==> config.mk <==
export PLATFORM = sky130hd
export DESIGN_NAME = srecord_data_line_parser_unit_flat
export DESIGN_NICKNAME = d
export VERILOG_FILES = /design/src/rtl/core/srdlp_pkg.sv /design/src/rtl/core/srdlp_stream_if.sv /design/src/rtl/core/srdlp_in_stage.sv /design/src/rtl/core/srdlp_line_core.sv /design/src/rtl/core/srdlp_out_reg.sv /design/src/rtl/core/srecord_data_line_parser_unit.sv /design/src/flat_wrapper.sv
export VERILOG_INCLUDE_DIRS = /design/src /design/src/rtl/core
export SDC_FILE = /design/constraint.sdc
export NUM_CORES = 1
export LEC_CHECK = 0
export ABC_AREA = 1
export BUFFER_PORTS_ARGS = -buffer_cell sky130_fd_sc_hd__buf_2
export CAP_MARGIN = 40
export CORE_ASPECT_RATIO = 1.1
export CORE_UTILIZATION = 55
export CTS_CLUSTER_DIAMETER = 120
export DETAILED_ROUTE_END_ITERATION = 8
export PLACE_DENSITY = 0.72
export SLEW_MARGIN = 20
export SYNTH_ARGS = -nofsm -noshare
export SYNTH_HDL_FRONTEND = slang
export SYNTH_HIERARCHICAL = 1
export SYNTH_SLANG_ARGS = --single-unit
==> constraint.sdc <==
create_clock -name clk -period 9.2 [get_ports clk]
set_input_delay 1.38 -clock clk [delete_from_list [all_inputs] [get_ports clk]]
set_output_delay 1.38 -clock clk [all_outputs]
set_load 0.05 [all_outputs]
==> src/rtl/core/srecord_data_line_parser_unit_assert.svh <==
// Assertion macros shared by the S-record line parser RTL.
`ifndef SRECORD_DATA_LINE_PARSER_UNIT_ASSERT_SVH
`define SRECORD_DATA_LINE_PARSER_UNIT_ASSERT_SVH

`ifndef SYNTHESIS
// Same-cycle implication, checked at every rising edge outside reset.
`define SRDLP_ASSERT_IMPLY(label, clk, rst_n, ante, cons) \
	label: assert property (@(posedge clk) disable iff (!(rst_n)) (ante) |-> (cons)) \
		else $error("assertion failed");
// Next-cycle implication, checked at every rising edge outside reset.
`define SRDLP_ASSERT_NEXT(label, clk, rst_n, ante, cons) \
	label: assert property (@(posedge clk) disable iff (!(rst_n)) (ante) |=> (cons)) \
		else $error("assertion failed");
`else
`define SRDLP_ASSERT_IMPLY(label, clk, rst_n, ante, cons)
`define SRDLP_ASSERT_NEXT(label, clk, rst_n, ante, cons)
`endif

`endif

==> src/rtl/core/srdlp_pkg.sv <==
// Shared types, codes and the hex digit decoder of the S-record line parser.
`default_nettype none
package srdlp_pkg;

	localparam logic [7:0] CHAR_NL    = 8'h0A;
	localparam logic [7:0] CHAR_S_UP  = 8'h53;
	localparam logic [7:0] CHAR_S_LOW = 8'h73;
	localparam logic [7:0] CHAR_ONE   = 8'h31;
	localparam logic [7:0] CHAR_THREE = 8'h33;
	localparam logic [7:0] CHAR_ZERO  = 8'h30;
	localparam logic [7:0] CHAR_NINE  = 8'h39;
	localparam logic [7:0] CHAR_A_UP  = 8'h41;
	localparam logic [7:0] CHAR_F_UP  = 8'h46;
	localparam logic [7:0] CHAR_A_LOW = 8'h61;
	localparam logic [7:0] CHAR_F_LOW = 8'h66;

	localparam int POS_W = 10;
	localparam logic [POS_W-1:0] POS_MAX = '1;

	localparam logic KIND_DATA   = 1'b0;
	localparam logic KIND_STATUS = 1'b1;

	localparam logic [1:0] STAT_ACCEPTED  = 2'd0;
	localparam logic [1:0] STAT_IGNORED   = 2'd1;
	localparam logic [1:0] STAT_BAD_SUM   = 2'd2;
	localparam logic [1:0] STAT_MALFORMED = 2'd3;

	localparam logic [1:0] REC_NONE = 2'd0;

	typedef struct packed {
		logic       invalid;
		logic [3:0] value;
	} hex_digit_t;

	// One accepted character waiting in the input stage.
	typedef struct packed {
		logic       valid;
		logic [7:0] character;
	} char_stage_t;

	typedef struct packed {
		logic        kind;
		logic [31:0] address;
		logic [7:0]  data_byte;
		logic [7:0]  byte_offset;
		logic [1:0]  record_kind;
		logic [1:0]  line_status;
		logic [7:0]  data_length;
	} result_t;

	function automatic hex_digit_t hex_decode(input logic [7:0] ch);
		hex_digit_t d;
		d.invalid = 1'b0;
		d.value   = 4'd0;
		if (ch >= CHAR_ZERO && ch <= CHAR_NINE) begin
			d.value = ch[3:0];
		end else if ((ch >= CHAR_A_UP && ch <= CHAR_F_UP) ||
			(ch >= CHAR_A_LOW && ch <= CHAR_F_LOW)) begin
			// Letters A-F and a-f share their low nibble 1..6.
			d.value = ch[3:0] + 4'd9;
		end else begin
			d.invalid = 1'b1;
		end
		return d;
	endfunction

endpackage
`default_nettype wire

==> src/rtl/core/srdlp_stream_if.sv <==
// Valid/ready stream interfaces for characters in and parser results out.
`default_nettype none
interface srdlp_char_if;
	logic       valid;
	logic       ready;
	logic [7:0] character;

	modport source (output valid, output character, input ready);
	modport sink (input valid, input character, output ready);
endinterface

interface srdlp_result_if;
	logic        valid;
	logic        ready;
	logic        kind;
	logic [31:0] address;
	logic [7:0]  data_byte;
	logic [7:0]  byte_offset;
	logic [1:0]  record_kind;
	logic [1:0]  line_status;
	logic [7:0]  data_length;

	modport source (output valid, output kind, output address, output data_byte,
		output byte_offset, output record_kind, output line_status,
		output data_length, input ready);
	modport sink (input valid, input kind, input address, input data_byte,
		input byte_offset, input record_kind, input line_status,
		input data_length, output ready);
endinterface
`default_nettype wire

==> src/rtl/core/srdlp_in_stage.sv <==
// Input register stage that holds one accepted character.
`default_nettype none
module srdlp_in_stage (
	input  wire                       clk,
	input  wire                       arst_n,
	input  wire                       in_valid,
	input  wire  [7:0]                in_char,
	output logic                      in_ready,
	input  wire                       advance,
	output srdlp_pkg::char_stage_t    stage
);
	import srdlp_pkg::*;

	logic       valid_s1;
	logic [7:0] char_s1;

	// The stage refills in the same cycle that its word moves on.
	assign in_ready = !valid_s1 || advance;

	always_ff @(posedge clk or negedge arst_n) begin
		if (!arst_n) begin
			valid_s1 <= 1'b0;
		end else if (in_ready) begin
			valid_s1 <= in_valid;
		end
	end

	always_ff @(posedge clk) begin
		if (in_ready && in_valid) begin
			char_s1 <= in_char;
		end
	end

	assign stage.valid     = valid_s1;
	assign stage.character = char_s1;
endmodule
`default_nettype wire

==> src/rtl/core/srdlp_line_core.sv <==
// Per-line parse state and the combinational step that forms one result.
`default_nettype none
module srdlp_line_core (
	input  wire                       clk,
	input  wire                       arst_n,
	input  srdlp_pkg::char_stage_t    stage,
	input  wire                       advance,
	output logic                      res_valid,
	output srdlp_pkg::result_t        res
);
	import srdlp_pkg::*;

	logic [POS_W-1:0] pos_q, pos_n;
	logic [1:0]       type_q, type_n;
	logic [3:0]       nib_q, nib_n;
	logic             nib_inv_q, nib_inv_n;
	logic [7:0]       count_q, count_n;
	logic [7:0]       sum_q, sum_n;
	logic [31:0]      addr_q, addr_n;
	logic [7:0]       taken_q, taken_n;
	logic             match_q, match_n;
	logic             ignored_q, ignored_n;

	hex_digit_t       hex;
	logic [7:0]       ch;
	logic [7:0]       val;
	logic [8:0]       idx;
	logic [2:0]       aw;
	logic [7:0]       offs;
	logic [POS_W-1:0] min_len;

	assign ch      = stage.character;
	assign hex     = hex_decode(ch);
	assign aw      = {1'b0, type_q} + 3'd1;
	assign val     = (nib_inv_q || hex.invalid) ? 8'd0 : {nib_q, hex.value};
	assign idx     = pos_q[POS_W-1:1] - 9'd1;
	assign offs    = idx[7:0] - {5'd0, aw} - 8'd1;
	// Shortest line that holds every byte up to and including the checksum.
	assign min_len = {1'b0, count_q, 1'b0} + 10'd4;

	always_comb begin
		pos_n     = pos_q;
		type_n    = type_q;
		nib_n     = nib_q;
		nib_inv_n = nib_inv_q;
		count_n   = count_q;
		sum_n     = sum_q;
		addr_n    = addr_q;
		taken_n   = taken_q;
		match_n   = match_q;
		ignored_n = ignored_q;
		res_valid = 1'b0;
		res       = '0;

		if (ch == CHAR_NL) begin
			if (pos_q != '0) begin
				res_valid        = 1'b1;
				res.kind         = KIND_STATUS;
				res.data_length  = taken_q;
				if (ignored_q || type_q == REC_NONE) begin
					res.line_status = STAT_IGNORED;
					res.record_kind = REC_NONE;
				end else begin
					res.record_kind = type_q;
					if (count_q < {5'd0, aw} + 8'd1 || pos_q < min_len) begin
						res.line_status = STAT_MALFORMED;
					end else if (match_q) begin
						res.line_status = STAT_ACCEPTED;
					end else begin
						res.line_status = STAT_BAD_SUM;
					end
				end
				pos_n     = '0;
				type_n    = REC_NONE;
				nib_n     = 4'd0;
				nib_inv_n = 1'b0;
				count_n   = 8'd0;
				sum_n     = 8'd0;
				addr_n    = 32'd0;
				taken_n   = 8'd0;
				match_n   = 1'b0;
				ignored_n = 1'b0;
			end
		end else begin
			if (pos_q != POS_MAX) begin
				pos_n = pos_q + 10'd1;
			end
			if (!ignored_q) begin
				if (pos_q == 10'd0) begin
					if (ch != CHAR_S_UP && ch != CHAR_S_LOW) begin
						ignored_n = 1'b1;
					end
				end else if (pos_q == 10'd1) begin
					if (ch >= CHAR_ONE && ch <= CHAR_THREE) begin
						type_n = ch[1:0];
					end else begin
						ignored_n = 1'b1;
					end
				end else if (!pos_q[0]) begin
					nib_inv_n = hex.invalid;
					nib_n     = hex.value;
				end else if (idx == 9'd0) begin
					count_n = val;
					sum_n   = val;
				end else if (idx > {1'b0, count_q}) begin
					// Characters after the checksum are dropped.
				end else if (idx == {1'b0, count_q}) begin
					match_n = (~sum_q == val);
				end else if (idx <= {6'd0, aw}) begin
					addr_n = {addr_q[23:0], val};
					sum_n  = sum_q + val;
				end else begin
					sum_n           = sum_q + val;
					taken_n         = taken_q + 8'd1;
					res_valid       = 1'b1;
					res.kind        = KIND_DATA;
					res.address     = addr_q + {24'd0, offs};
					res.data_byte   = val;
					res.byte_offset = offs;
					res.record_kind = type_q;
					res.line_status = STAT_ACCEPTED;
				end
			end
		end
	end

	always_ff @(posedge clk or negedge arst_n) begin
		if (!arst_n) begin
			pos_q     <= '0;
			type_q    <= REC_NONE;
			nib_q     <= 4'd0;
			nib_inv_q <= 1'b0;
			count_q   <= 8'd0;
			sum_q     <= 8'd0;
			addr_q    <= 32'd0;
			taken_q   <= 8'd0;
			match_q   <= 1'b0;
			ignored_q <= 1'b0;
		end else if (advance) begin
			pos_q     <= pos_n;
			type_q    <= type_n;
			nib_q     <= nib_n;
			nib_inv_q <= nib_inv_n;
			count_q   <= count_n;
			sum_q     <= sum_n;
			addr_q    <= addr_n;
			taken_q   <= taken_n;
			match_q   <= match_n;
			ignored_q <= ignored_n;
		end
	end
endmodule
`default_nettype wire

==> src/rtl/core/srdlp_out_reg.sv <==
// Result register that holds one word until the consumer takes it.
`default_nettype none
module srdlp_out_reg (
	input  wire                       clk,
	input  wire                       arst_n,
	input  wire                       load,
	input  srdlp_pkg::result_t        res,
	output logic                      free,
	srdlp_result_if.source            results
);
	import srdlp_pkg::*;

	logic    valid_q;
	result_t res_q;

	assign free = !valid_q || results.ready;

	always_ff @(posedge clk or negedge arst_n) begin
		if (!arst_n) begin
			valid_q <= 1'b0;
		end else if (free) begin
			valid_q <= load;
		end
	end

	always_ff @(posedge clk) begin
		if (free && load) begin
			res_q <= res;
		end
	end

	assign results.valid       = valid_q;
	assign results.kind        = res_q.kind;
	assign results.address     = res_q.address;
	assign results.data_byte   = res_q.data_byte;
	assign results.byte_offset = res_q.byte_offset;
	assign results.record_kind = res_q.record_kind;
	assign results.line_status = res_q.line_status;
	assign results.data_length = res_q.data_length;
endmodule
`default_nettype wire

==> src/rtl/core/srecord_data_line_parser_unit.sv <==
// Top level of the S-record S1/S2/S3 data line parser.
// Path: an accepted character waits in the input register while the line core forms its
// result combinationally; the result register captures that result once it is free.
// Throughput: one character per cycle while the result register is free; the input register and
// the result register let a new character enter while the previous result waits to be taken.
// Reset: arst_n clears the line state and both valid flags at once; no clearing pass.
`default_nettype none
`include "srecord_data_line_parser_unit_assert.svh"
module srecord_data_line_parser_unit (
	input  wire                       clk,
	input  wire                       arst_n,
	srdlp_char_if.sink                chars,
	srdlp_result_if.source            results
);
	import srdlp_pkg::*;

	char_stage_t stage;
	logic        out_free;
	logic        advance;
	logic        res_valid;
	result_t     res;

	assign advance = stage.valid && out_free;

	srdlp_in_stage u_in_stage (
		.clk      (clk),
		.arst_n   (arst_n),
		.in_valid (chars.valid),
		.in_char  (chars.character),
		.in_ready (chars.ready),
		.advance  (advance),
		.stage    (stage)
	);

	srdlp_line_core u_line_core (
		.clk       (clk),
		.arst_n    (arst_n),
		.stage     (stage),
		.advance   (advance),
		.res_valid (res_valid),
		.res       (res)
	);

	srdlp_out_reg u_out_reg (
		.clk     (clk),
		.arst_n  (arst_n),
		.load    (advance && res_valid),
		.res     (res),
		.free    (out_free),
		.results (results)
	);

	`SRDLP_ASSERT_IMPLY(a_data_clean, clk, arst_n,
		results.valid && results.kind == KIND_DATA,
		results.line_status == STAT_ACCEPTED && results.data_length == 8'd0)
	`SRDLP_ASSERT_IMPLY(a_ignored_no_kind, clk, arst_n,
		results.valid && results.kind == KIND_STATUS && results.line_status == STAT_IGNORED,
		results.record_kind == REC_NONE)
	`SRDLP_ASSERT_IMPLY(a_status_zero_addr, clk, arst_n,
		results.valid && results.kind == KIND_STATUS,
		results.address == 32'd0 && results.byte_offset == 8'd0)
	`SRDLP_ASSERT_NEXT(a_stall_holds_stage, clk, arst_n,
		stage.valid && !out_free,
		stage.valid && $stable(stage.character))
endmodule
`default_nettype wire
==> src/flat_wrapper.sv <==
// flat-port wrapper written by rule: the top's interface ports become plain ports
module srecord_data_line_parser_unit_flat import srdlp_pkg::*;
  (clk, arst_n, chars_valid, chars_character, chars_ready, results_valid, results_kind, results_address, results_data_byte, results_byte_offset, results_record_kind, results_line_status, results_data_length, results_ready);
  srdlp_char_if chars_i ();
  srdlp_result_if results_i ();
  input  wire clk;
  input  wire arst_n;
  input wire logic [$bits(chars_i.valid)-1:0] chars_valid;
  input wire logic [$bits(chars_i.character)-1:0] chars_character;
  output wire logic [$bits(chars_i.ready)-1:0] chars_ready;
  output wire logic [$bits(results_i.valid)-1:0] results_valid;
  output wire logic [$bits(results_i.kind)-1:0] results_kind;
  output wire logic [$bits(results_i.address)-1:0] results_address;
  output wire logic [$bits(results_i.data_byte)-1:0] results_data_byte;
  output wire logic [$bits(results_i.byte_offset)-1:0] results_byte_offset;
  output wire logic [$bits(results_i.record_kind)-1:0] results_record_kind;
  output wire logic [$bits(results_i.line_status)-1:0] results_line_status;
  output wire logic [$bits(results_i.data_length)-1:0] results_data_length;
  input wire logic [$bits(results_i.ready)-1:0] results_ready;
  assign chars_i.valid = chars_valid;
  assign chars_i.character = chars_character;
  assign chars_ready = chars_i.ready;
  assign results_valid = results_i.valid;
  assign results_kind = results_i.kind;
  assign results_address = results_i.address;
  assign results_data_byte = results_i.data_byte;
  assign results_byte_offset = results_i.byte_offset;
  assign results_record_kind = results_i.record_kind;
  assign results_line_status = results_i.line_status;
  assign results_data_length = results_i.data_length;
  assign results_i.ready = results_ready;
  srecord_data_line_parser_unit u_core (.clk(clk), .arst_n(arst_n), .chars(chars_i), .results(results_i));
endmodule
==> results of run 1 <==
## report_power, final
| part | switching [mW] | total, mW | leakage [nW] | internal (mW) |
|---|---|---|---|---|
| logic | 0.475 | 0.719 | 3.00 | 0.243 |
| clock network | 0.274 | 0.757 | 0.305 | 0.483 |
| registers | 0.0479 | 0.765 | 1.79 | 0.717 |
| total | 0.798 | 2.24 | 5.10 | 1.44 |
## worst max-delay path by stage
stage / to / depth (start not counted) / slack [ns]
after floorplan: u_core/u_out_reg/results.address[0] / 22 / 3.14
after global placement: u_core/u_out_reg/results.address[28] / 21 / 4.79
after detailed placement: u_core/u_out_reg/results.address[20] / 21 / 4.47
after CTS: u_core/u_out_reg/results.address[20] / 21 / 4.47
after global routing: u_core/u_out_reg/results.address[20] / 22 / 4.06
final: u_core/u_out_reg/results.address[20] / 21 / 4.45
## synth_stat cells, types with 14 or more instances
| cell type | instances | area (um2) |
|---|---|---|
| a21oi_1 | 33 | 165 |
| ha_1 | 56 | 701 |
| xor2_1 | 33 | 289 |
| nor3_1 | 24 | 120 |
| nand2_1 | 252 | 946 |
| buf_2 | 14 | 70.1 |
| nor2_1 | 125 | 469 |
| xnor2_1 | 14 | 123 |
| inv_1 | 130 | 488 |
| nand4_1 | 15 | 93.8 |
| o21ai_0 | 26 | 130 |
| edfxtp_1 | 69 | 2070 |
| nand3_1 | 131 | 656 |
| dfrtp_1 | 77 | 1930 |
## critical path, delay by kind of cell, from the launching register on
kind            cells  cell delay (ns)
buf+inv             3             0.45
xor+xnor            3             0.70
simple gates        9             1.20
flops               1             0.45
compound gates      3             0.85
fa+ha+maj           3             0.84
## routing by layer
metal | global-route usage, % | part of all wire [%] | vias up
met2 | 47.7 | 49 | 271
met5 | 0 | 0 | -
met4 | 9.19 | 2.3 | 0
met3 | 3.69 | 4.9 | 40
met1 | 37.0 | 44 | 3596
li1 | - | - | 3760
## state kept, by name (all words and copies together) (netlist names)
signal                                count
u_core/u_line_core/addr_q                32
u_core/u_out_reg/results.address         32
u_core/u_line_core/pos_q                 10
u_core/u_in_stage/char_s1                 8
u_core/u_line_core/count_q                8
u_core/u_line_core/sum_q                  8
u_core/u_line_core/taken_q                8
u_core/u_out_reg/results.byte_offset      8
u_core/u_out_reg/results.data_byte        8
u_core/u_out_reg/results.data_length      8
u_core/u_line_core/nib_q                  4
u_core/u_line_core/type_q                 2
u_core/u_out_reg/results.line_status      2
u_core/u_out_reg/results.record_kind      2
u_core/u_in_stage/valid_s1                1
u_core/u_line_core/ignored_q              1
u_core/u_line_core/match_q                1
u_core/u_line_core/nib_inv_q              1
u_core/u_out_reg/results.kind             1
u_core/u_out_reg/results.valid            1
## cell type report
class / instances / share of cell area (%)
tap: 200 / 2.45
timing repair buffer: 80 / 4.48
clock buffer: 20 / 4.27
sequential: 146 / 39.1
clock inverter: 12 / 2.01
inverter: 141 / 5.18
multi-input combinational: 784 / 42.5
## metrics by stage
stage          utilization [%]  instance area (um2)  std cells  hold WS, ns  setup WS (ns)
6_report                  64.4                10200       1383        0.497           4.45
5_1_grt                   64.4                10200       1383        0.523           4.06
4_1_cts                   64.3                10200       1382        0.502           4.47
3_3_place_gp              60.0                 9520       1349        0.483           4.79
2_1_floorplan                -                 9010       1096        0.454           3.14
3_5_place_dp              60.2                 9550       1350        0.490           4.47
## kinds of logic (layout without fill, tap and decap cells)
family / count (synthesis) / after routing / synth area share [%]
AOI/OAI and AO/OA: 88 / 88 / 5.68
xor gates and xnor gates: 47 / 47 / 4.57
adders and majority gates: 59 / 59 / 8.45
buffers and inverters: 166 / 253 / 7.57
DFF: 146 / 146 / 44.4
and+or+nand+nor: 590 / 590 / 29.3
==> key figures, run 1 <==
Clock network
  – H-tree depth: 4
  – CTS clk-pin slew, worst paths: around 0.06 ns
  – Clk buf depth: 2
  – CTS buffer count: 17
  – Root buffer cell: clkbuf_16
  – Clock Sinks: between 100 and 150
  – Post-CTS Setup Bufs: 0
  – Cts hold-fix bufs: 0
  – CTS tree: built
  – Clock Latency Late Sink: between 0.4 and 0.5 ns
  – # resized after CTS: 0

Floorplanning
  – Initial Util: between 50 and 60%
  – Core area: 15900 um2
  – Die X: about 120 um
  – Number of I/O pins: 75
  – Die Y: roughly 140 um
  – Die area: about 17000 um2
  – Row count: 48

Global route
  – Initial antenna violation count: 0
  – Vias in the first global route: 7214
  – GRT Util Overall: 28.1%
  – Total grt overflow: 0
  – Largest net degree at the start of global routing: 62
  – First-pass GRT wire length: roughly 36000 um

Status
  – Outcome: finished, final reports clean

Timing
  – Max Fclk: around 0.21 GHz
  – Setup TNS: 0 ns
  – Layout Skew: roughly 0.014 ns
  – RSZ-0062 raised after global routing: false
  – Final setup viols: 0
  – Final Max Tran Viols: 0
  – Final Hold Viols: 0
  – Tightest Pin Transition: 0.697 ns
  – Fin crit period: about 4.7 ns
  – Period utilization: 51.6%
  – Relative slew slack: between 50% and 60%

Pwr
  – PnR Total Power: 2.24 mW
  – Worst VDD drop: approximately 0.00012 V
  – PwrDens: 219 nW/um2
  – Leak pwr: 5.10 nW

Final layout
  – Nets: 1241
  – Layout area overhead: 13.4%
  – Layout cells sized above 1: around an eighth
  – Most frequent cells in the layout: 252 x nand2_1, 131 x nand3_1, 130 x inv_1
  – Antenna cells: 0
  – Register Area: between 3000 and 4000 um2
  – Filler cells: around 1.4k
  – Area of the multi-input gates: about 4300 um2
  – Most common library cell in the layout ignoring fill and taps: nand2_1

Drt
  – DRT iter0 DRCs: 718
  – First-pass detailed-route iteration total: 7
  – Routed WL per cell: between 15 and 20 um
  – Antenna-violating nets left: 0
  – Vias: approximately 7.7k
  – Via density: roughly 5.5
  – Drt drc: 0
  – Total routed wirelength: 22200 um

Synth
  – Register area share after synthesis: ~44%
  – Syn_nets: around 1.2k
  – EDFF count, synth: 69
  – Predominant post-synthesis flop cell: dfrtp_1
  – Syn avg cell area: approximately 8 um2
  – Total number of yosys warnings: 6
  – Asr flop ratio synth: a little over half
  – Flip-flop and latch count after synthesis: between 100 and 150
  – Syn Inst Count: around 1.1k
  – Cell area after synthesis: between 9000 and 10000 um2
  – Number of library cell types mapped by synthesis: 44

Worst setup path
  – R2r endpoint: u_core/u_out_reg/results.address[20]
  – Type of origin of the critical path: flop
  – CP max stage cell: o21ai_0
  – Worst Path Arrival: between 4 and 5 ns
  – FF-to-FF setup slack: between 4 and 5 ns
  – CP Class: reg -> reg
  – Critical Path RT: ~9.4 ns
  – Critical Path End Type: flop
  – Critical path origin: u_core/u_line_core/pos_q[1]
  – Delay of the slowest critical-path stage: about 0.49 ns
  – Worst reg2reg path startpoint: u_core/u_line_core/pos_q[1]
  – CP max FO: 9
  – Worst R2R Path Depth: 21
  – CP Cell Sequence: inv_1 > ha_1 > xor2_1 > ha_1 > a21o_1 > a21oi_1 > nand2_1 > nor2_1 > nand3_1 > xor2_1 > inv_1 > ha_1 > nand2_1 > inv_1 > nand3_1 > o21ai_0 > nand2_1 > nor2_1 > nand3_1 > xor2_1 > nor2_1

Hold path
  – Hold path endpoint: u_core/u_line_core/taken_q[4]
  – Worst Hold Path Cells: 2
  – Tightest Hold Check Type: reg -> reg
  – Worst min-delay path startpoint: u_core/u_line_core/taken_q[4]

Run
  – Max-Cap Viols: 0

Placed design
  – DP HPWL: roughly 16000 um
  – Port bufs: 74
  – RD Place Congestion: about 0.98
No activity file was read; power rests on OpenSTA's default activity.
==> run 2, diff against run 1 <==
- clock period: 9.2 -> 4.6 ns (I/O delays scaled with it)
==> run 2 against run 1 <==
Non-clock buffer count rose by 7. Maximum frequency rose by 15%. Largest power group unchanged. Critical endpoint is now u_core/u_out_reg/results.address[27]. Combinational power rose by 110%. Flip-flop and latch count did not move. Clock power rose by 85%. Register-to-register slack got worse by 4.0 ns. Worst setup slack got worse by 4.0 ns. Clock-buffer cell count did not move. Core utilization barely moved. Sequential share of layout area barely moved. First-iteration DRC count fell by 13%. Highest routed layer unchanged.
==> key figures, run 2 (synthesis results as in run 1) <==
Drt
  – Vias: between 7k and 8k
  – First-pass detailed-route iteration total: 7
  – Antenna-violating nets left: 0
  – Via density: ~5.6
  – Drt drc: 0
  – DRT iter0 DRCs: 626
  – Routed WL per cell: approximately 16 um
  – Total routed wirelength: between 20000 and 25000 um

Timing
  – Worst hold slack: between 0.2 and 0.25 ns
  – Layout Skew: around 0.017 ns
  – Period utilization: 89.7%
  – Final Hold Viols: 0
  – Max Fclk: 0.242 GHz
  – Final Max Tran Viols: 0
  – Setup TNS: 0 ns
  – RSZ-0062 raised after global routing: false
  – Fin crit period: a little over 4 ns
  – Relative slew slack: a little over half
  – Final setup viols: 0
  – Tightest Pin Transition: about 0.7 ns

Global route
  – Vias in the first global route: 7267
  – Initial antenna violation count: 0
  – First-pass GRT wire length: about 36000 um
  – GRT Util Overall: 28.2%
  – Total grt overflow: 0
  – Largest net degree at the start of global routing: about 50

Final layout
  – Most common library cell in the layout ignoring fill and taps: nand2_1
  – Area of the multi-input gates: between 4000 and 5000 um2
  – Register Area: 4000 um2
  – Most frequent cells in the layout: 252 x nand2_1, 131 x nand3_1, 129 x inv_1
  – Layout cells sized above 1: between 10% and 20%
  – Nets: 1248
  – Layout area overhead: 13.4%
  – Filler cells: 1351
  – Antenna cells: 0

Worst setup path
  – Most common cell on crit path: inv_1
  – CP Class: reg -> reg
  – Type of origin of the critical path: flop
  – Critical Path End Type: flop
  – Critical Path RT: ~4.8 ns
  – Top delay family on crit path: adder cells
  – CP max stage cell: dfrtp_1
  – FF-to-FF setup slack: approximately 0.47 ns
  – CP max FO: 5
  – Delay of the slowest critical-path stage: roughly 0.43 ns
  – Buf/Inv on CP: 5
  – CP Cell Sequence: inv_1 > ha_1 > inv_1 > fa_1 > nand2_1 > inv_1 > nor3_1 > nand3_1 > xor2_1 > inv_1 > ha_1 > inv_1 > o21ai_0 > a21oi_1 > nand2_1 > nand2_1 > a21oi_1 > nand3_1 > nand2_1 > nor2_1
  – Worst Path Arrival: about 4.3 ns

Floorplanning
  – Core area: 15900 um2
  – Die area: 16900 um2
  – Initial Util: approximately 57%
  – Die Y: between 100 and 150 um
  – Number of I/O pins: between 70 and 80
  – Die X: about 120 um
  – Row count: 48

Clock network
  – Clk buf depth: 2
  – CTS buffer count: 17
  – CTS tree: built
  – Post-CTS Setup Bufs: 0
  – CTS clk-pin slew, worst paths: ~0.070 ns
  – Clock Latency Late Sink: between 0.4 and 0.5 ns
  – Root buffer cell: clkbuf_16
  – H-tree depth: 4
  – Clock Sinks: approximately 150

Pwr
  – Leak pwr: slightly above 5 nW
  – Worst VDD drop: approximately 0.00023 V
  – Pint: about 2.7 mW
  – Share of total power in the clock network: a little under a third
  – Comb power frac: roughly 34%
  – Sw frac: approximately 38%
  – PwrDens: between 400 and 500 nW/um2
  – Psw: 1.67 mW
  – PnR Total Power: approximately 4.4 mW
  – Reg power frac: 34.6%

Status
  – Outcome: finished, final reports clean

Placed design
  – DP HPWL: roughly 17000 um
  – RD Place Congestion: about 0.96
  – Port bufs: 74

Hold path
  – Tightest Hold Check Type: in -> async

Run
  – Max-Cap Viols: 0
## run 2: changes by cell type in the layout (fill, tap and decap cells not counted), sizes merged
cell	delta
buf	+7
inv	+7
clkinvlp	-2
bufinv	-5
## run 2: power groups by stage
stage | clock (mW) | combinational [mW] | sequential [mW]
floorplan | 0 | 1.10 | 1.53
global placement | 0 | 1.41 | 1.54
detailed placement | 0 | 1.44 | 1.54
CTS | 1.42 | 1.46 | 1.52
global route | 1.46 | 1.67 | 1.53
finish | 1.40 | 1.49 | 1.52
## run 2: what timing repair did
| action | in CTS | in global routing |
|---|---|---|
| gates resized for setup | 0 | 5 |
| setup endpoints to repair | 0 | 17 |
| hold buffers | 0 | 0 |
## run 2: area by class of cell
class                           instances  share of cell area (%)
Multi-Input combinational cell        784                    42.6
Timing Repair Buffer                   87                    4.73
Clock inverter                         12                   0.992
Tap cell                              200                    2.45
Inverter                              141                    5.21
Clock buffer                           20                    4.90
Sequential cell                       146                    39.2
## run 2: stage by stage
| stage | area, um2 | instances | setup WS [ns] | utilization (%) |
|---|---|---|---|---|
| final | 10200 | 1390 | 0.473 | 64.4 |
| after global routing | 10200 | 1390 | 0.0333 | 64.4 |
| after CTS | 10200 | 1390 | 0.221 | 64.3 |
| after detailed placement | 9600 | 1358 | 0.246 | 60.5 |
| after global placement | 9600 | 1358 | 0.463 | 60.5 |
| after floorplan | 9020 | 1096 | 0.562 | - |
## run 2: worst paths after layout
path                                               startpoint                                   end  depth (start not counted)
worst max-delay path             u_core/u_line_core/type_q[0]  u_core/u_out_reg/results.address[27]                         20
worst min-delay path                                   arst_n           u_core/u_line_core/sum_q[1]                          1
worst max register to register   u_core/u_line_core/type_q[0]  u_core/u_out_reg/results.address[27]                         20
worst min register to register  u_core/u_line_core/addr_q[31]         u_core/u_line_core/addr_q[31]                          2
max in group asynchronous                              arst_n            u_core/u_line_core/match_q                          2
min in group clk                           chars_character[3]          u_core/u_in_stage/char_s1[3]                          1
## run 2: metal layers
layer  up-vias  GRT usage (%)  share of wire (%)
li1       3772              -                  -
met1      3691           37.3                 43
met2       265           45.7                 49
met3        51           4.99                5.2
met4         0           11.3                2.7
met5         -              0                  0
==> run 3, diff against run 2 <==
==> constraint.sdc (replaced) <==
create_clock -name clk -period 4.6 [get_ports clk]
set_input_delay 0.92 -clock clk [delete_from_list [all_inputs] [get_ports clk]]
set_output_delay 0.92 -clock clk [all_outputs]
set_load 0.05 [all_outputs]
==> run 3 against run 2 <==
Largest power group unchanged. Maximum frequency decreased by 0.85%. Critical endpoint is now u_core/u_out_reg/results.address[17]. Clock skew decreased by 0.0082 ns. Combinational power about the same.
==> key figures, run 3 (synthesis results as in run 1) <==
Status
  – Outcome: finished, final reports clean

Pwr
  – Leak pwr: slightly above 5 nW
  – PnR Total Power: 4.39 mW
  – Worst VDD drop: 0.000239 V
  – PwrDens: approximately 430 nW/um2

Floorplanning
  – Die X: about 120 um
  – Number of I/O pins: 75
  – Initial Util: 56.8%
  – Die Y: 136 um
  – Die area: between 15000 and 20000 um2
  – Row count: 48
  – Core area: 15900 um2

Drt
  – Vias: slightly below 8k
  – DRT iter0 DRCs: 720
  – Total routed wirelength: around 22000 um
  – First-pass detailed-route iteration total: 5
  – Antenna-violating nets left: 0
  – Routed WL per cell: about 16 um
  – Via density: ~5.6
  – Drt drc: 0

Final layout
  – Final Cell Area: just over 10000 um2
  – Filler cells: ~1.4k
  – Layout area overhead: 13.2%
  – Core Util, Final: 64.3%
  – Most common library cell in the layout ignoring fill and taps: nand2_1
  – Most frequent cells in the layout: 252 x nand2_1, 131 x nand3_1, 129 x inv_1
  – Nets: roughly 1.2k
  – Layout cells sized above 1: between 10 and 15%
  – Antenna cells: 0

Worst setup path
  – Worst reg2reg path startpoint: u_core/u_line_core/pos_q[1]
  – Worst Path Arrival: around 4.3 ns
  – FF-to-FF setup slack: 0.44 ns
  – CP Cell Sequence: inv_2 > ha_1 > inv_1 > fa_1 > nand2_1 > inv_1 > nor3_1 > nand3_1 > xor2_1 > inv_1 > ha_1 > inv_1 > o21ai_0 > a21oi_1 > nand2_1 > nand2_1 > nand2_1 > inv_1 > nor2_1 > xnor2_1 > nor2_1
  – CP max stage cell: dfrtp_1
  – Critical Path RT: 4.77 ns
  – CP Class: reg -> reg
  – Worst R2R Path Depth: 21
  – R2r endpoint: u_core/u_out_reg/results.address[17]
  – CP max FO: 9
  – Delay of the slowest critical-path stage: 0.47 ns
  – Critical Path End Type: flop
  – Most common cell on crit path: inv_1
  – Type of origin of the critical path: flop

Global route
  – Initial antenna violation count: 0
  – Total grt overflow: 0
  – Vias in the first global route: around 7k
  – GRT Util Overall: 28.2%
  – First-pass GRT wire length: about 36000 um
  – Largest net degree at the start of global routing: between 40 and 50

Timing
  – Fin crit period: about 4.2 ns
  – Setup TNS: 0 ns
  – Period utilization: between 90% and 100%
  – Final Hold Viols: 0
  – Final setup viols: 0
  – Final Max Tran Viols: 0
  – RSZ-0062 raised after global routing: false
  – Layout Skew: 0.00921 ns
  – Tightest Pin Transition: 0.675 ns
  – Max Fclk: between 0.2 and 0.25 GHz
  – Relative slew slack: 55.0%

Placed design
  – RD Place Congestion: around 0.95
  – Area post-placement: around 9600 um2
  – DP HPWL: 16600 um
  – Port bufs: 74

Clock network
  – Clock Latency Late Sink: approximately 0.43 ns
  – Clk buf depth: 2
  – Clock Sinks: approximately 150
  – # resized after CTS: 0
  – Post-CTS Setup Bufs: 0
  – Root buffer cell: clkbuf_16
  – CTS clk-pin slew, worst paths: 0.06 ns
  – Cts hold-fix bufs: 0
  – H-tree depth: 4
  – CTS buffer count: 17
  – CTS tree: built

Run
  – Max-Cap Viols: 0

Hold path
  – Tightest Hold Check Type: in -> async
==> run 3: cell types whose count changed in the layout (fill, tap and decap cells not counted) <==
cell       delta
dfrtp_2       -1
inv_8         +3
inv_6         -5
inv_2         +1
inv_4         +2
dfrtp_1       +1
bufinv_16     +1
clkbuf_16     -2
==> run 3: layer usage <==
layer  vias to the layer above  routed length, um  global-route usage, %
met5                         -                  0                      0
met4                         0                897                   13.4
met3                        66               1160                   4.87
met2                       284              10700                   45.3
met1                      3625               9550                   36.7
li1                       3768                  -                      -
==> run 3: power breakdown <==
group / internal (mW) / leakage, nW / switching (mW) / total [mW]
combinational: 0.498 / 3.03 / 0.976 / 1.47
sequential: 1.43 / 1.79 / 0.0881 / 1.52
clock: 0.794 / 0.297 / 0.599 / 1.39
total: 2.72 / 5.11 / 1.66 / 4.39
==> run 3: stage by stage <==
stage / hold WS (ns) / setup slack (ns) / std cells
finish: 0.507 / 0.437 / 1390
CTS: 0.513 / 0.276 / 1390
global route: 0.532 / 0.0470 / 1390
detailed placement: 0.498 / 0.301 / 1358
floorplan: 0.454 / 0.562 / 1096
global placement: 0.484 / 0.485 / 1358
==> run 3: worst max path at each step <==
stage                                      startpoint  slack, ns                                    to  cells after the start
after floorplan           u_core/u_line_core/pos_q[1]       0.56   u_core/u_out_reg/results.address[0]                     22
after global placement    u_core/u_line_core/pos_q[1]       0.48  u_core/u_out_reg/results.address[28]                     22
after detailed placement  u_core/u_line_core/pos_q[1]       0.30  u_core/u_out_reg/results.address[28]                     22
after CTS                 u_core/u_line_core/pos_q[1]       0.28  u_core/u_out_reg/results.address[28]                     22
after global routing      u_core/u_line_core/pos_q[1]       0.05  u_core/u_out_reg/results.address[20]                     22
final                     u_core/u_line_core/pos_q[1]       0.44  u_core/u_out_reg/results.address[17]                     21
==> run 3: cell type report <==
| cell class | count | area, um2 | share of cell area, % |
|---|---|---|---|
| Multi-Input combinational cell | 784 | 4350 | 42.6 |
| Sequential cell | 146 | 4000 | 39.2 |
| Inverter | 141 | 529 | 5.19 |
| Timing Repair Buffer | 87 | 483 | 4.74 |
| Clock buffer | 18 | 450 | 4.42 |
| Tap cell | 200 | 250 | 2.45 |
| Clock inverter | 14 | 140 | 1.37 |
==> run 3: worst max-delay path, delay by kind of cell, from the launching register on <==
family	cells	cell delay, ns
AO/OA/AOI/OAI	2	0.39
buffers and inverters	6	0.52
XOR/XNOR	2	0.39
flip-flops	1	0.47
adder cells (fa/ha/maj)	3	1.10
AND/OR/NAND/NOR	8	1.03
